==> src/rtl/hdh_pkg.sv <==
`timescale 1ns / 1ps

package hdh_pkg;

  localparam int PMT_BITS    = 12;
  localparam int MPPC_BITS   = 64;
  localparam int TDC_BITS    = 31;
  localparam int ACTION_W    = 2;
  localparam int RC_W        = 4;
  localparam int RB_W        = 7;
  localparam int BIN_COUNT_W = 32;
  localparam int FILLS_W     = 5;
  localparam int WIN_W       = 11;
  localparam int TIME_W      = 32;
  localparam int IDX_W       = TIME_W + 3;

  localparam int APB_ADDR_W  = 2;
  localparam int APB_DATA_W  = 32;
  localparam logic [APB_ADDR_W-1:0] REG_WINDOW_LOW_ADDR = APB_ADDR_W'(0);
  localparam logic signed [WIN_W-1:0] WINDOW_LOW_RESET = -WIN_W'(20);

  localparam int PMT_CHANNELS_DEF = 12;
  localparam int NUM_BINS_DEF     = 70;
  localparam int COUNT_BITS_DEF   = 32;
  localparam int QUEUE_DEPTH_DEF  = 4;

  typedef enum logic [ACTION_W-1:0] {
    ACT_HIT   = 2'd0,
    ACT_READ  = 2'd1,
    ACT_CLEAR = 2'd2,
    ACT_NOP   = 2'd3
  } action_e;

  typedef struct packed {
    action_e             action;
    logic [PMT_BITS-1:0] pmt;
    logic                mppc;
    logic [TIME_W-1:0]   t;
    logic [RC_W-1:0]     rc;
    logic [RB_W-1:0]     rb;
  } cmd_t;

  typedef struct packed {
    logic init_busy;
  } back_status_t;

endpackage

==> src/rtl/hdh_fifo.sv <==
`timescale 1ns / 1ps

module hdh_fifo #(
  parameter int DEPTH = 4
) (
  input  logic          clk_i,
  input  logic          rst_ni,
  input  logic          push_i,
  input  hdh_pkg::cmd_t data_i,
  output logic          ready_o,
  input  logic          pop_i,
  output hdh_pkg::cmd_t data_o,
  output logic          valid_o
);
  import hdh_pkg::*;

  localparam int PTR_W = (DEPTH > 1) ? $clog2(DEPTH) : 1;
  localparam int CNT_W = $clog2(DEPTH + 1);

  cmd_t             mem_q [DEPTH];
  logic [PTR_W-1:0] wr_q, wr_d, rd_q, rd_d;
  logic [CNT_W-1:0] cnt_q, cnt_d;
  logic             do_push, do_pop;

  assign ready_o = (cnt_q != CNT_W'(DEPTH));
  assign valid_o = (cnt_q != '0);
  assign do_push = push_i && ready_o;
  assign do_pop  = pop_i && valid_o;
  assign data_o  = mem_q[rd_q];

  always_comb begin
    wr_d  = wr_q;
    rd_d  = rd_q;
    cnt_d = cnt_q;
    if (do_push) begin
      wr_d = (wr_q == PTR_W'(DEPTH - 1)) ? '0 : wr_q + PTR_W'(1);
    end
    if (do_pop) begin
      rd_d = (rd_q == PTR_W'(DEPTH - 1)) ? '0 : rd_q + PTR_W'(1);
    end
    if (do_push && !do_pop) begin
      cnt_d = cnt_q + CNT_W'(1);
    end else if (do_pop && !do_push) begin
      cnt_d = cnt_q - CNT_W'(1);
    end
  end

  always_ff @(posedge clk_i or negedge rst_ni) begin
    if (!rst_ni) begin
      wr_q  <= '0;
      rd_q  <= '0;
      cnt_q <= '0;
    end else begin
      wr_q  <= wr_d;
      rd_q  <= rd_d;
      cnt_q <= cnt_d;
    end
  end

  always_ff @(posedge clk_i) begin
    if (do_push) begin
      mem_q[wr_q] <= data_i;
    end
  end

endmodule

==> config.mk <==
export PLATFORM = sky130hd
export DESIGN_NAME = hdh_fifo
export DESIGN_NICKNAME = d
export VERILOG_FILES = /design/src/rtl/hdh_pkg.sv /design/src/rtl/hdh_fifo.sv
export SDC_FILE = /design/constraint.sdc
export NUM_CORES = 1
export LEC_CHECK = 0
export BUFFER_PORTS_ARGS = -buffer_cell sky130_fd_sc_hd__buf_2
export CORE_MARGIN = 5
export CORE_UTILIZATION = 40
export CTS_CLUSTER_DIAMETER = 60
export CTS_CLUSTER_SIZE = 10
export DETAILED_ROUTE_END_ITERATION = 7
export HOLD_SLACK_MARGIN = 0.05
export PLACE_DENSITY = 0.64
export SYNTH_ARGS = -nofsm -noshare
export SYNTH_HDL_FRONTEND = slang
export SYNTH_SLANG_ARGS = --single-unit
export TNS_END_PERCENT = 10
==> constraint.sdc <==
create_clock -name clk_i -period 3 [get_ports clk_i]
set_clock_uncertainty 0.05 [all_clocks]
set_input_delay 0.3 -clock clk_i [delete_from_list [all_inputs] [get_ports clk_i]]
set_output_delay 0.3 -clock clk_i [all_outputs]
set_load 0.05 [all_outputs]
==> flow_summary.json <==
{
  "antenna_found_initial": 0,
  "fp.dieW_microns": 158,
  "max_clock_freq_ghz": 0.390,
  "synth_area_sq_mm": 0.00878,
  "crit_chain": "buf_12 > mux4_2 > buf_2",
  "p_per_area_mw_per_mm2": 1110,
  "antenna_cells": 0,
  "dp_hpwl_mm": 9.83,
  "switching_share_pct": 37.5,
  "stdcell_count": 837,
  "grt_pass1_wl_mm": 26.3,
  "die_height_microns": 158,
  "seqPwrFrac_pct": 37.7,
  "numCtsBuffers": 28,
  "track_usage_pct": 13.7,
  "vias_per_cell": 4.96,
  "num-nets-final": 613,
  "synth_top_area_share_pct": 79.3,
  "synthTopCellsByArea": "edfxtp_1 (79%), mux4_2 (15%), dfrtp_1 (2.0%)",
  "worstReg2RegStart": "cnt_q[1]",
  "wl_mm": 16.9,
  "htree_levels": 1,
  "die-area_sq_mm": 0.0250,
  "core_sq_mm": 0.0218,
  "final.setup.worst_slack_ns": 0.438,
  "layout_min_cycle_time_ns": 2.56,
  "clock-sinks": 239,
  "arrival_ns": 2.21,
  "crit_required_ns": 2.65,
  "worst_ir_drop_vdd_uv": 631,
  "drive_gt1_share_pct": 41.7,
  "fin_crit_sh_pct": 85.4,
  "first_global_vias": 4764,
  "rows": 54,
  "final-max-slew-violation-count": 0,
  "postCtsSetupBuffers": 0,
  "cap_violations": 0,
  "drc": 0,
  "status": "finished clean",
  "worst_pin_slew_ns": 0.957,
  "pre_cts_ws_ns": 0.713,
  "firstDrtPassIters": 4,
  "min_path_type": "in -> async",
  "ant_nets": 0,
  "dpl.cell_count": 735,
  "numPortBuffers": 121,
  "yosysSeqAreaShare_pct": 81.3,
  "root_buffer": "clkbuf_16",
  "synth_cell_types": 19,
  "endpoint_kind": "output port",
  "r2r_end": "cnt_q[2]",
  "slowest_stage": "mux4_2",
  "syn_area_per_cell_sq_um": 25.8,
  "clk_path_buf_depth": 3,
  "wire_per_inst_microns": 20.2,
  "r2r.worst_path.cells": 8,
  "switching_power_uw": 4670,
  "synth_top_cell_by_area": "edfxtp_1",
  "clockPowerShare_pct": 24.2,
  "grt-ovfl-total": 0,
  "total_power_uw": 12500,
  "vias": 4154,
  "cts_resized": 0,
  "yosys_register_bits": 239,
  "drt_iter0_drc": 149,
  "finalHoldViolCount": 0,
  "clkTransAtPathRegs_ns": 0.06,
  "crit_fanout": 29,
  "cts_tree": "yes",
  "ctsHoldBuffers": 59,
  "max_stage_delay_ns": 0.59,
  "tns_ns": 0,
  "critPathLaunchType": "flop",
  "area_growth_syn_to_layout_pct": 27.8,
  "start_util_pct": 40.4,
  "criticalPathCategory": "reg -> out",
  "final-setup-viol-count": 0,
  "slew_headroom_pct": 36.2,
  "grt_max_degree": 59,
  "clk_latency_ns": 0.52,
  "syn_inst": 340,
  "ys_warn_count": 0,
  "rrSetupSlack_ns": 0.72,
  "ioPinCount": 122,
  "p_leak_uw": 0.00388,
  "rsz0062_at_grt": "no",
  "internal_power_uw": 7790,
  "syn-num-nets": 409,
  "pwr-share-comb_pct": 38.0,
  "place_congestion": 0.750
}
## logic make-up (layout without fill, tap and decap cells)
group                      Yosys count  in the layout  synth area share, %
buffers and inverters               17            234                0.883
adders and majority gates            7              7                 1.08
xor gates and xnor gates             3              3                0.299
DFF                                239            239                 81.3
muxes                               63             63                 15.6
and+or+nand+nor                     11             11                0.826
## synthesized netlist by cell type, drive strengths merged
cell type and instances:
xor2 2, and3 4, xnor2 1, clkbuf 5, mux2 5, fa 1
inv 3, nand2 1, dfrtp 7, buf 9, and2 1, or3b 1
or3 1, nor2 3, ha 6, edfxtp 232, mux4 58
## stage by stage
step	cell area [sq um]	hold slack (ns)	util, %
finish	11200	0.0901	51.6
CTS	11200	0.0686	51.6
detailed placement	9830	0.0910	45.2
global route	11200	0.112	51.6
floorplan	8780	-0.0456	-
global placement	9830	0.0891	45.2
## final cells by class
| type | count | area [sq um] |
|---|---|---|
| Fill cell | 1731 | 10500 |
| Multi-Input combinational cell | 84 | 1580 |
| Timing Repair Buffer | 188 | 1330 |
| Tap cell | 280 | 350 |
| Clock buffer | 41 | 771 |
| Sequential cell | 239 | 7150 |
| Clock inverter | 2 | 38.8 |
| Inverter | 3 | 11.3 |
## power by group through the flow
stage               Combinational, uW  Clock (uW)  Sequential, uW
floorplan                        3700           0            4600
global placement                 4760           0            4730
detailed placement               4780           0            4790
CTS                              4860        3110            4720
global route                     5010        3250            4770
finish                           4740        3020            4700
## how the worst max path moves through the flow
stage | from | endpoint | slack (ns) | cells past startpoint
after global placement | cnt_q[1] | cnt_q[2] | 0.78 | 8
after global routing | rd_q[0] | data_o[56] | 0.32 | 3
final | rd_q[0] | data_o[15] | 0.44 | 3
after detailed placement | cnt_q[1] | cnt_q[2] | 0.71 | 8
after floorplan | cnt_q[1] | cnt_q[2] | 0.66 | 8
after CTS | rd_q[0] | data_o[56] | 0.36 | 3
## worst max-delay path, delay by kind of cell (launching register included)
family	cells	cell delay [ns]
flip-flops	1	0.57
buffers and inverters	2	0.53
multiplexers	1	0.59
## state kept, by name, indices dropped and copies added, names as in the netlist
register  flops
cnt_q         3
mem_q       232
rd_q          2
wr_q          2
## per-layer routing
layer  GRT usage, %  wire length, microns  vias to the layer above
met5              0                     0                        -
met4           3.70                   349                        0
met3           2.79                   822                       27
met2           25.1                  8970                       99
met1           16.6                  6760                     2166
li1               -                     -                     1862
## cell usage in the layout, fill, tap and decap left out, types with 2 or more instances in the layout
| cell | n |
|---|---|
| buf_4 | 2 |
| and3_4 | 4 |
| mux2_2 | 3 |
| buf_12 | 6 |
| mux4_2 | 58 |
| ha_1 | 6 |
| dlygate4sd3_1 | 59 |
| edfxtp_1 | 232 |
| dfrtp_1 | 5 |
| clkbuf_1 | 12 |
| nor2_1 | 3 |
| mux2_4 | 2 |
| xor2_1 | 2 |
| buf_2 | 121 |
| clkbuf_16 | 29 |
| inv_1 | 3 |
No activity file was read; power rests on OpenSTA's default activity.
