## config.mk

```make
export PLATFORM = sky130hd
export DESIGN_NAME = hdh_front_flat
export DESIGN_NICKNAME = d
export VERILOG_FILES = /design/src/rtl/hdh_pkg.sv /design/src/rtl/hdh_hit_if.sv /design/src/rtl/hdh_front.sv /design/src/flat_wrapper.sv
export SDC_FILE = /design/constraint.sdc
export NUM_CORES = 1
export LEC_CHECK = 0
export BUFFER_PORTS_ARGS = -buffer_cell sky130_fd_sc_hd__buf_2
export CAP_MARGIN = 20
export CORE_AREA = 2 2 117 119
export CTS_CLUSTER_DIAMETER = 120
export DETAILED_ROUTE_END_ITERATION = 8
export DIE_AREA = 0 0 119 121
export GPL_ROUTABILITY_DRIVEN = 0
export GPL_TIMING_DRIVEN = 0
export PLACE_DENSITY = 0.61
export SLEW_MARGIN = 0
export SYNTH_ARGS = -nofsm -noshare
export SYNTH_HDL_FRONTEND = slang
export SYNTH_SLANG_ARGS = --single-unit
```

## constraint.sdc

```tcl
create_clock -name clk_i -period 2.9 [get_ports clk_i]
set_input_delay 0.145 -clock clk_i [delete_from_list [all_inputs] [get_ports clk_i]]
set_output_delay 0.145 -clock clk_i [all_outputs]
set_load 0.1 [all_outputs]
```

## src/rtl/hdh_pkg.sv

```systemverilog
`timescale 1ns / 1ps

package hdh_pkg;

  localparam int PMT_BITS    = 12;
  localparam int MPPC_BITS   = 64;
  localparam int TDC_BITS    = 31;
  localparam int ACTION_W    = 2;
  localparam int RC_W        = 4;
  localparam int RB_W        = 7;
  localparam int BIN_COUNT_W = 32;
  localparam int FILLS_W     = 5;
  localparam int WIN_W       = 11;
  localparam int TIME_W      = 32;
  localparam int IDX_W       = TIME_W + 3;

  localparam int APB_ADDR_W  = 2;
  localparam int APB_DATA_W  = 32;
  localparam logic [APB_ADDR_W-1:0] REG_WINDOW_LOW_ADDR = APB_ADDR_W'(0);
  localparam logic signed [WIN_W-1:0] WINDOW_LOW_RESET = -WIN_W'(20);

  localparam int PMT_CHANNELS_DEF = 12;
  localparam int NUM_BINS_DEF     = 70;
  localparam int COUNT_BITS_DEF   = 32;
  localparam int QUEUE_DEPTH_DEF  = 4;

  typedef enum logic [ACTION_W-1:0] {
    ACT_HIT   = 2'd0,
    ACT_READ  = 2'd1,
    ACT_CLEAR = 2'd2,
    ACT_NOP   = 2'd3
  } action_e;

  typedef struct packed {
    action_e             action;
    logic [PMT_BITS-1:0] pmt;
    logic                mppc;
    logic [TIME_W-1:0]   t;
    logic [RC_W-1:0]     rc;
    logic [RB_W-1:0]     rb;
  } cmd_t;

  typedef struct packed {
    logic init_busy;
  } back_status_t;

endpackage

```

## src/rtl/hdh_hit_if.sv

```systemverilog
`timescale 1ns / 1ps

interface hdh_hit_if;
  import hdh_pkg::*;

  logic                 valid;
  logic                 ready;
  logic [ACTION_W-1:0]  action;
  logic [PMT_BITS-1:0]  pmt_hits;
  logic [MPPC_BITS-1:0] mppc_hits;
  logic [TDC_BITS-1:0]  tdc_count;
  logic [TDC_BITS-1:0]  sync_offset;
  logic [RC_W-1:0]      read_channel;
  logic [RB_W-1:0]      read_bin;

  modport source (
    output valid, action, pmt_hits, mppc_hits, tdc_count, sync_offset, read_channel,
           read_bin,
    input  ready
  );

  modport sink (
    input  valid, action, pmt_hits, mppc_hits, tdc_count, sync_offset, read_channel,
           read_bin,
    output ready
  );
endinterface

```

## src/rtl/hdh_front.sv

```systemverilog
`timescale 1ns / 1ps

module hdh_front (
  input  logic                                    clk_i,
  input  logic                                    rst_ni,
  hdh_hit_if.sink                                 hit_i,
  input  logic                                    psel,
  input  logic                                    penable,
  input  logic                                    pwrite,
  input  logic [hdh_pkg::APB_ADDR_W-1:0]          paddr,
  input  logic [hdh_pkg::APB_DATA_W-1:0]          pwdata,
  output logic [hdh_pkg::APB_DATA_W-1:0]          prdata,
  output logic                                    pready,
  output hdh_pkg::cmd_t                           cmd_o,
  output logic                                    cmd_valid_o,
  input  logic                                    cmd_ready_i,
  input  hdh_pkg::back_status_t                   status_i,
  output logic signed [hdh_pkg::WIN_W-1:0]        window_low_o
);
  import hdh_pkg::*;

  logic signed [WIN_W-1:0] win_q;
  logic                    cfg_wr;

  assign pready = 1'b1;
  assign cfg_wr = psel && penable && pwrite && (paddr == REG_WINDOW_LOW_ADDR);

  always_ff @(posedge clk_i or negedge rst_ni) begin
    if (!rst_ni) begin
      win_q <= WINDOW_LOW_RESET;
    end else if (cfg_wr) begin
      win_q <= $signed(pwdata[WIN_W-1:0]);
    end
  end

  assign prdata       = (paddr == REG_WINDOW_LOW_ADDR) ? APB_DATA_W'(win_q) : '0;
  assign window_low_o = win_q;

  // hold off traffic during the post-reset clearing pass
  assign hit_i.ready = cmd_ready_i && !status_i.init_busy;
  assign cmd_valid_o = hit_i.valid && !status_i.init_busy;

  always_comb begin
    cmd_o.action = action_e'(hit_i.action);
    cmd_o.pmt    = hit_i.pmt_hits;
    cmd_o.mppc   = |hit_i.mppc_hits;
    cmd_o.t      = TIME_W'(hit_i.tdc_count) + TIME_W'(hit_i.sync_offset);
    cmd_o.rc     = hit_i.read_channel;
    cmd_o.rb     = hit_i.read_bin;
  end

endmodule

```

## src/flat_wrapper.sv

```systemverilog
// flat-port wrapper written by rule: the top's interface ports become plain ports
module hdh_front_flat import hdh_pkg::*;
  (clk_i, rst_ni, psel, penable, pwrite, paddr, pwdata, prdata, pready, cmd_o, cmd_valid_o, cmd_ready_i, status_i, window_low_o, hit_i_valid, hit_i_action, hit_i_pmt_hits, hit_i_mppc_hits, hit_i_tdc_count, hit_i_sync_offset, hit_i_read_channel, hit_i_read_bin, hit_i_ready);
  hdh_hit_if hit_i_i ();
  input  logic clk_i;
  input  logic rst_ni;
  input  logic psel;
  input  logic penable;
  input  logic pwrite;
  input  logic [hdh_pkg::APB_ADDR_W-1:0] paddr;
  input  logic [hdh_pkg::APB_DATA_W-1:0] pwdata;
  output logic [hdh_pkg::APB_DATA_W-1:0] prdata;
  output logic pready;
  output hdh_pkg::cmd_t cmd_o;
  output logic cmd_valid_o;
  input  logic cmd_ready_i;
  input  hdh_pkg::back_status_t status_i;
  output logic signed [hdh_pkg::WIN_W-1:0] window_low_o;
  input wire logic [$bits(hit_i_i.valid)-1:0] hit_i_valid;
  input wire logic [$bits(hit_i_i.action)-1:0] hit_i_action;
  input wire logic [$bits(hit_i_i.pmt_hits)-1:0] hit_i_pmt_hits;
  input wire logic [$bits(hit_i_i.mppc_hits)-1:0] hit_i_mppc_hits;
  input wire logic [$bits(hit_i_i.tdc_count)-1:0] hit_i_tdc_count;
  input wire logic [$bits(hit_i_i.sync_offset)-1:0] hit_i_sync_offset;
  input wire logic [$bits(hit_i_i.read_channel)-1:0] hit_i_read_channel;
  input wire logic [$bits(hit_i_i.read_bin)-1:0] hit_i_read_bin;
  output wire logic [$bits(hit_i_i.ready)-1:0] hit_i_ready;
  assign hit_i_i.valid = hit_i_valid;
  assign hit_i_i.action = hit_i_action;
  assign hit_i_i.pmt_hits = hit_i_pmt_hits;
  assign hit_i_i.mppc_hits = hit_i_mppc_hits;
  assign hit_i_i.tdc_count = hit_i_tdc_count;
  assign hit_i_i.sync_offset = hit_i_sync_offset;
  assign hit_i_i.read_channel = hit_i_read_channel;
  assign hit_i_i.read_bin = hit_i_read_bin;
  assign hit_i_ready = hit_i_i.ready;
  hdh_front u_core (.clk_i(clk_i), .rst_ni(rst_ni), .hit_i(hit_i_i), .psel(psel), .penable(penable), .pwrite(pwrite), .paddr(paddr), .pwdata(pwdata), .prdata(prdata), .pready(pready), .cmd_o(cmd_o), .cmd_valid_o(cmd_valid_o), .cmd_ready_i(cmd_ready_i), .status_i(status_i), .window_low_o(window_low_o));
endmodule
```

==> metrics.txt, run 1 <==
layout cells sized above 1 58.1%; most common cell after layout, fill and taps aside buf_2; maxcap violations 0; final WL 9820 um; Largest register FFs 11; FP Rows 42; H-Tree Level Count 1; r2r endpoint u_core.window_low_o[4]; gr usage total 12.3%; post-route cell area 4410 um2; Register-to-Register Path Depth 1; Tmin final 2.78 ns; DRC viols 0; Antenna Cells 0; Cell Area, Synth 2700 um2; Crit path arrival time 2.63 ns; Hold Path Stages 2; Sink Count 11; peak supply drop 0.530 mV; Clock Path Buffers 2; Hold Fails Final Rpt 0; clk_lat worst skew 0.24 ns; die area 14400 um2; worst min-delay path startpoint pwdata[7]; vias per cell 4.36; fin crit share 95.8%; outcome finished, final reports clean; kind of critical path primary input to output port; Pre-Repair DR Iteration Count 4; Yosys cell types 49; Final HPWL DP 8860 um; CP endpoint kind output port; fin. max-slew vios 0; Lkg Pwr 0.00233 uW; Seq cells post-synth 11; initial DRC count 92; post-route non-filler standard cell count 782; syn nets 577; CP required 2.76 ns; total negative slack 0 ns; Finished Core Util 33.7%; most frequent cells in the layout 248 x buf_2, 47 x buf_4, 31 x ha_1; fin nets 832; pin count of the biggest net entering global routing 23; Post-Syn Area per Cell 7.68 um2; pwr dens 632 nW/um2; Die Span Y 121 um; TritonCTS Buffers 3; port bufs 249; Routed WL per cell 12.6 um; RSZ-0062 raised after global routing true; via count 3406; Area Growth Syn to Fin 63.0%; nature of the critical path startpoint primary input; FMAX 0.360 GHz; Clk Tree Root Cell clkbuf_16; main flop type after synthesis dfstp_2; global-route wire length before repair 14500 um; final setup fails 0; EDFF count, synth 0; Placed Instances 777; Post-DP Area 4280 um2; TritonCTS clock tree yes; Worst Skew 0 ns; worst hold-check path type primary input to register; total core area 13100 um2; reg-to-reg startpoint u_core.window_low_o[4]; post-route worst setup slack 0.123 ns; Post-synth ARST share 100%; initial antenna violation count 2; flop-to-flop setup slack 2.13 ns; YS warnings 0; antenna-violating nets left 0; I/O pin count 297; clk slew on worst S/H paths 0.04 ns; WHS Endpoint u_core.window_low_o[7]; vias in the first global route 3088; Slew @ Worst Pin 0.667 ns; chip width 119 um; Starting Density 20.7%; post-synthesis instance total 352; max_slew headroom 55.5%; CP Max Fanout 3; pre-CTS setup slack -0.184 ns; aggregate global routing overflow 0; Setup Buffers After CTS 0; Seq/Total Area, Yosys 10.6%
-- cell type report --
type / instances / area (um2)
Tap cell: 176 / 220
Multi-Input combinational cell: 275 / 2110
Buffer: 58 / 405
Fill cell: 1444 / 8680
Clock buffer: 4 / 78.8
Timing Repair Buffer: 250 / 1280
Inverter: 8 / 30.0
Sequential cell: 11 / 285
-- logic make-up (layout without fill, tap and decap cells) --
group                    count (synthesis)  count (layout)  share of synthesized area (%)
XOR/XNOR                                27              27                           8.75
multiplexers                            11              11                           4.58
AND/OR/NAND/NOR                        113             113                           21.7
buffers and inverters                   66             320                           16.1
flip-flops                              11              11                           10.6
AO/OA/AOI/OAI                           91              91                           23.1
adder cells (fa/ha/maj)                 32              32                           15.1
other                                    1               1                          0.139
-- synth_stat cells, drive strengths merged, types with 2 or more instances --
library cell   n  area share (%)
a211oi         4             1.3
a21oi         35             7.0
dfstp          8             7.8
a311o          2            0.74
o211ai         5             1.8
a21boi         4             1.5
a31oi          3            0.69
xnor2         15             4.9
nand3          7             1.3
o21ai         21             4.2
nand2         24             3.3
o21bai         3            0.83
and3           3            0.69
nor2          19             2.6
buf           52              14
or3            4            0.93
a21o           8             2.2
mux2          11             4.6
nor4          16             3.7
nor2b          4            0.93
dfrtp          3             2.8
nor3           7             1.3
xor2          12             3.9
ha            31              14
clkbuf         6            0.83
and2          12             2.8
nand4         12             2.8
nand2b         2            0.46
inv            8             1.1
-- layer usage --
layer	wire length, um	track usage (%)
met1	3740	13.9
met3	902	3.24
met4	42	1.19
met5	27	0
met2	5110	23.8
-- timing repair --
action / in CTS / in global routing
hold buffers: 1 / 0
endpoints found under the hold margin: 3 / 0
pin swaps: 0 / 0
gates cloned: 0 / 0
resized for setup: 5 / 5
endpoints found under the setup margin: 3 / 8
-- through the flow --
stage | power (uW) | hold WS, ns
final | 2780 | 0.141
after global routing | 2890 | 0.141
after CTS | 2790 | 0.139
after detailed placement | 2520 | 0.0238
after global placement | 2520 | 0.0300
after floorplan | 2140 | -0.151
-- power breakdown --
group,internal [uW],total (uW),switching (uW),leakage [uW]
Combinational,484,2300,1810,0.00217
Clock,185,253,68.2,0.0000382
Sequential,209,234,24.7,0.000121
-- worst max-delay path: stages --
cell and delay (ns):
buf_2 0.10, ha_1 0.24, fa_1 0.44, a21oi_2 0.21, o22ai_2 0.10, o21ai_1 0.20, a31oi_1 0.18, or2_1 0.36
a21o_1 0.24, xor2_2 0.18, buf_6 0.25
-- how the worst max path moves through the flow --
stage	start	endpoint	slack, ns	depth (start not counted)
finish	hit_i_sync_offset[0]	cmd_o[31]	0.12	11
global route	hit_i_sync_offset[0]	cmd_o[31]	-0.0005	11
CTS	hit_i_sync_offset[0]	cmd_o[29]	0.008	11
detailed placement	hit_i_sync_offset[0]	cmd_o[29]	-0.18	11
global placement	hit_i_sync_offset[0]	cmd_o[29]	-0.19	11
floorplan	hit_i_sync_offset[0]	cmd_o[25]	0.004	8
Note: power is estimated with default switching activity, not from simulation.
==> run 2, diff against run 1 <==
==> constraint.sdc (replaced) <==
create_clock -name clk_i -period 3.1 [get_ports clk_i]
set_input_delay 0.155 -clock clk_i [delete_from_list [all_inputs] [get_ports clk_i]]
set_output_delay 0.155 -clock clk_i [all_outputs]
set_load 0.005 [all_outputs]
==> run 2 against run 1 <==
Total power is 56% lower. Hold slack better by 0.012 ns. Non-clock buffer count stayed put. Sequential share of layout area is 0.22 points higher.
==> metrics.txt, run 2 (same netlist as run 1, synthesis figures left out) <==
max_slew headroom 56.6% (+1.0 points); WP buf/inv 2 (unchanged); Sink Count 11 (unchanged); Logic pwr share 63.4% (-19 points); Die Span Y 121 um (unchanged); CP required 2.94 ns (+0.18 ns); gr usage total 11.8% (-0.49 points); fin crit share 86.9%; Clock Path Buffers 2 (unchanged); Clk Tree Root Cell clkbuf_16; Hold Fails Final Rpt 0 (unchanged); peak supply drop 0.354 mV (-33%); Worst path max stage delay 0.41 ns (-0.03 ns); switching pwr 455 uW (-76%); port bufs 249 (unchanged); global-route wire length before repair 14100 um (-2.3%); Lkg Pwr 0.00227 uW (-2.5%); initial antenna violation count 3 (+1); kind of cell adding the most delay to the critical path compound AO/OA/AOI/OAI gates; H-Tree Level Count 1 (unchanged); antenna-violating nets left 0 (unchanged); Pre-Repair DR Iteration Count 4 (unchanged); TritonCTS clock tree yes; FMAX 0.371 GHz; pin count of the biggest net entering global routing 23 (unchanged); total negative slack 0 ns (unchanged); maxcap violations 0 (unchanged); kind of critical path primary input to output port; post-route non-filler standard cell count 784 (+0.26%); die area 14400 um2 (unchanged); Largest register FFs 11 (unchanged); layout cells sized above 1 55.3% (-2.8 points); TritonCTS Buffers 3 (unchanged); RSZ-0062 raised after global routing false; via count 3319 (-2.6%); clk_lat worst skew 0.23 ns (about the same); most common cell after layout, fill and taps aside buf_2; clk slew on worst S/H paths 0.04 ns (about the same); I/O pin count 297 (unchanged); switching share of power 36.8% (-32 points); Worst Skew 0 ns (unchanged); CP endpoint kind output port; worst hold slack 0.152 ns (+0.0116 ns); Clock power frac 18.7% (+9.6 points); pre-CTS setup slack 0.438 ns (+0.622 ns); chip width 119 um (unchanged); pwr dens 290 nW/um2 (-54%); final setup fails 0 (unchanged); fin. max-slew vios 0 (unchanged); CP Max Fanout 3 (unchanged); nature of the critical path startpoint primary input; vias in the first global route 3019 (-2.2%); Starting Density 20.7% (unchanged); Area Growth Syn to Fin 57.7%; worst hold-check path type primary input to register; Crit path arrival time 2.54 ns (-0.09 ns); Routed WL per cell 12.1 um (-3.5%); most frequent cells in the layout 252 x buf_2, 47 x buf_4, 31 x a21oi_1, 31 x ha_1, 24 x nand2_1; Slew @ Worst Pin 0.652 ns (-0.0151 ns); fin nets 832 (unchanged); sequential power share 17.8% (+9.4 points); outcome finished, final reports clean; Final HPWL DP 8490 um (-4.1%); vias per cell 4.23 (-2.8%); DRC viols 0 (unchanged); Tmin final 2.69 ns; FP Rows 42 (unchanged); Setup Buffers After CTS 0 (unchanged); aggregate global routing overflow 0 (unchanged); Worst path slowest cell fa_1; P_int 782 uW (-11%); initial DRC count 64 (-30%); post-cts sizing count 0 (-5); # fillers 1421 (-1.6%); CTS Hold Bufs 1 (unchanged); post-route worst setup slack 0.406 ns (+0.283 ns); cells along the critical path buf_2 -> ha_1 -> fa_1 -> a21oi_1 -> o22ai_2 -> o21ai_1 -> a31oi_1 -> or2_1 -> a31oi_1 -> xnor2_1 -> buf_2; Placed Instances 777 (unchanged); final WL 9510 um (-3.2%); total core area 13100 um2 (unchanged)
-- run 2: cell types whose count changed in the layout (fill, tap and decap cells not counted), moves of 2 or more --
cell     change
buf_2        +4
buf_6        -2
xor2_1       +8
diode_2      +2
xor2_2       -8
xnor2_2      -7
xnor2_1      +7
-- run 2: per-stage QoR --
stage | instance area [um2] | utilization [%] | power (uW)
floorplan | 2700 | - | 664
global placement | 4170 | 31.9 | 1010
detailed placement | 4170 | 31.9 | 1010
CTS | 4260 | 32.5 | 1250
global route | 4260 | 32.6 | 1350
finish | 4260 | 32.6 | 1240
-- run 2: final timing paths --
| kind | cells after the start | end | start | slack (ns) |
|---|---|---|---|---|
| worst max-delay path | 11 | cmd_o[29] | hit_i_sync_offset[0] | 0.41 |
| worst min-delay path | 2 | u_core.window_low_o[1] | pwdata[1] | 0.15 |
| worst max register to register | 1 | u_core.window_low_o[1] | u_core.window_low_o[1] | 2.33 |
| worst min register to register | 1 | u_core.window_low_o[4] | u_core.window_low_o[4] | 0.53 |
| max in group asynchronous | 2 | u_core.window_low_o[7] | rst_ni | 2.52 |
| min in group asynchronous | 2 | u_core.window_low_o[1] | rst_ni | 0.31 |
-- run 2: final cells by class --
cell class | instances | area (um2) | share of cell area [%]
multi-input cells | 275 | 1980 | 46.5
flip-flops and latches | 11 | 285 | 6.69
clock buffers | 4 | 78.8 | 1.85
well taps | 176 | 220 | 5.16
diodes | 2 | 5.00 | 0.117
repair buffers | 250 | 1260 | 29.5
plain buffers | 58 | 405 | 9.51
inverters | 8 | 30.0 | 0.704
-- run 2: power by group through the flow --
stage                     registers, uW  logic [uW]  clock network, uW
after global routing                228         870                249
after floorplan                     219         445                  0
final                               221         785                232
after CTS                           222         795                234
after global placement              222         787                  0
after detailed placement            222         790                  0
-- run 2: routing by layer --
metal	vias to the layer above	routed length [um]	track usage [%]	share of wire, %
li1	1745	-	-	-
met1	1424	4190	15.5	44
met2	140	4460	20.2	47
met3	8	753	2.16	7.9
met4	2	87	2.53	0.92
met5	-	13	0	0.14
==> run 3, diff against run 2 <==
--- a/config.mk
+++ b/config.mk
@@ -7,13 +7,13 @@
 export LEC_CHECK = 0
 export BUFFER_PORTS_ARGS = -buffer_cell sky130_fd_sc_hd__buf_2
 export CAP_MARGIN = 20
-export CORE_AREA = 2 2 117 119
+export CORE_AREA = 2 2 115 117
 export CTS_CLUSTER_DIAMETER = 120
 export DETAILED_ROUTE_END_ITERATION = 8
-export DIE_AREA = 0 0 119 121
+export DIE_AREA = 0 0 117 119
 export GPL_ROUTABILITY_DRIVEN = 0
 export GPL_TIMING_DRIVEN = 0
-export PLACE_DENSITY = 0.61
+export PLACE_DENSITY = 0.62
 export SLEW_MARGIN = 0
 export SYNTH_ARGS = -nofsm -noshare
 export SYNTH_HDL_FRONTEND = slang
==> run 3 against run 2 <==
Flip-flop and latch count did not move. Critical path depth did not move. Core utilization rose by 0.49 points. Sequential share of layout area barely moved. Combinational power barely moved. First-iteration DRC count rose by 41%. Non-clock buffer count did not move. Register-to-register slack barely moved. Die area fell by 3.3%. Largest power group unchanged.
==> metrics.txt, run 3 (same netlist as run 1, synthesis figures left out) <==
outcome finished, final reports clean; total negative slack 0 ns (unchanged); Antenna Cells 0 (-2); cells along the critical path buf_2 -> ha_1 -> fa_1 -> a21oi_1 -> o22ai_2 -> o21ai_1 -> a31oi_1 -> or2_1 -> a21o_1 -> xor2_1 -> buf_2; Clk Tree Root Cell clkbuf_16; initial DRC count 90 (+41%); pre-CTS setup slack 0.395 ns (-0.0430 ns); final setup fails 0 (unchanged); kind of cell adding the most delay to the critical path compound AO/OA/AOI/OAI gates; r2r endpoint u_core.window_low_o[0]; antenna-violating nets left 0 (unchanged); initial antenna violation count 0 (-3); vias in the first global route 3040 (+0.70%); Sink Count 11 (unchanged); pin count of the biggest net entering global routing 23 (unchanged); CP required 2.94 ns (about the same); pwr dens 292 nW/um2 (+0.60%); WP buf/inv 2 (unchanged); post-route cell area 4260 um2 (-0.12%); # fillers 1423 (+0.14%); Post-DP Area 4170 um2 (unchanged); Starting Density 21.0% (+0.34 points); Final HPWL DP 8760 um (+3.1%); global-route wire length before repair 14300 um (+1.0%); total core area 12900 um2 (-1.6%); fin. max-slew vios 0 (unchanged); layout cells sized above 1 55.3% (unchanged); most common cell after layout, fill and taps aside buf_2; max_slew headroom 53.8% (-2.7 points); maxcap violations 0 (unchanged); Routed WL per cell 12.4 um (+2.5%); H-Tree Level Count 1 (unchanged); post-cts sizing count 0 (unchanged); FMAX 0.367 GHz (-1.1%); GRT met1 Usage 15.2% (-0.36 points); aggregate global routing overflow 0 (unchanged); die area 13900 um2 (-3.3%); port bufs 249 (unchanged); vias per cell 4.32 (+2.1%); chip width 117 um (-1.7%); DRC viols 0 (unchanged); Worst path max stage delay 0.42 ns (about the same); Worst path slowest cell fa_1; Area Growth Syn to Fin 57.5%; Register-to-Register Path Depth 1 (unchanged); Lkg Pwr 0.00227 uW (about the same); Pre-Repair DR Iteration Count 4 (unchanged); CP endpoint kind output port; fin nets 832 (unchanged); post-route worst setup slack 0.375 ns (-0.0310 ns); clk slew on worst S/H paths 0.04 ns (about the same); flop-to-flop setup slack 2.33 ns (about the same); nature of the critical path startpoint primary input; most frequent cells in the layout 252 x buf_2, 47 x buf_4, 31 x a21oi_1, 31 x ha_1, 24 x nand2_1; Crit path arrival time 2.57 ns (+0.03 ns); gr usage total 12.8% (+0.96 points); most used cell along the critical path buf_2; TritonCTS Buffers 3 (unchanged); I/O pin count 297 (unchanged); Worst Skew 0 ns (unchanged); Hold Fails Final Rpt 0 (unchanged); Hold Path Stages 2 (unchanged); met2 global-route usage 24.1% (+3.9 points); Slew @ Worst Pin 0.692 ns (+0.0408 ns); WHS Endpoint u_core.window_low_o[3]; kind of critical path primary input to output port; met3 usage 1.78% (-0.38 points); TritonCTS clock tree yes; busiest layer in global routing met2; clk_lat worst skew 0.24 ns (about the same); worst min-delay path startpoint pwdata[3]; final WL 9710 um (+2.2%); Tmin final 2.73 ns (+0.0310 ns); RSZ-0062 raised after global routing false; Die Span Y 119 um (-1.7%); worst hold-check path type primary input to register; worst hold slack 0.148 ns (-0.00412 ns); FP Rows 42 (unchanged); CP Max Fanout 3 (unchanged); via count 3380 (+1.8%); Clock Path Buffers 2 (unchanged); reg-to-reg startpoint u_core.window_low_o[0]; peak supply drop 0.241 mV (-32%); fin crit share 87.9% (+1.0 points); Largest register FFs 11 (unchanged)
==> run 3: metrics by stage <==
step                power (uW)  std cells  utilization (%)
floorplan                  664        352                -
global placement          1010        777             32.4
detailed placement        1020        777             32.4
CTS                       1260        782             33.1
global route              1360        782             33.1
finish                    1240        782             33.1
==> run 3: layout make-up <==
type | instances | area [um2] | share of cell area, %
flip-flops and latches | 11 | 285 | 6.70
repair buffers | 250 | 1260 | 29.5
clock buffers | 4 | 78.8 | 1.85
plain buffers | 58 | 405 | 9.52
multi-input cells | 275 | 1980 | 46.6
well taps | 176 | 220 | 5.17
inverters | 8 | 30.0 | 0.705
==> run 3: how the worst max path moves through the flow <==
| stage | startpoint | to | slack [ns] | cells after the start |
|---|---|---|---|---|
| 2_1_floorplan | hit_i_sync_offset[0] | cmd_o[29] | 1.01 | 9 |
| 3_3_place_gp | hit_i_sync_offset[0] | cmd_o[31] | 0.37 | 11 |
| 3_5_place_dp | hit_i_sync_offset[0] | cmd_o[31] | 0.39 | 11 |
| 4_1_cts | hit_i_sync_offset[0] | cmd_o[31] | 0.39 | 11 |
| 5_1_grt | hit_i_sync_offset[0] | cmd_o[29] | 0.22 | 11 |
| 6_report | hit_i_sync_offset[0] | cmd_o[31] | 0.37 | 11 |
==> run 3: timing repair <==
item	in CTS	in global routing
setup buffers	0	0
hold buffers	1	0
endpoints found under the hold margin	3	0
==> run 3: power by group <==
| part | internal [uW] | switching, uW | leakage [uW] | total [uW] |
|---|---|---|---|---|
| clock network | 173 | 62.5 | 0.0000382 | 235 |
| registers | 196 | 23.7 | 0.000121 | 219 |
| logic | 414 | 374 | 0.00212 | 788 |
| total | 782 | 461 | 0.00227 | 1240 |
==> run 3: layer usage <==
metal / wire [um] / vias up
met2: 4950 / 164
li1: - / 1748
met4: 150 / 0
met5: 0 / -
met1: 3870 / 1458
met3: 739 / 10
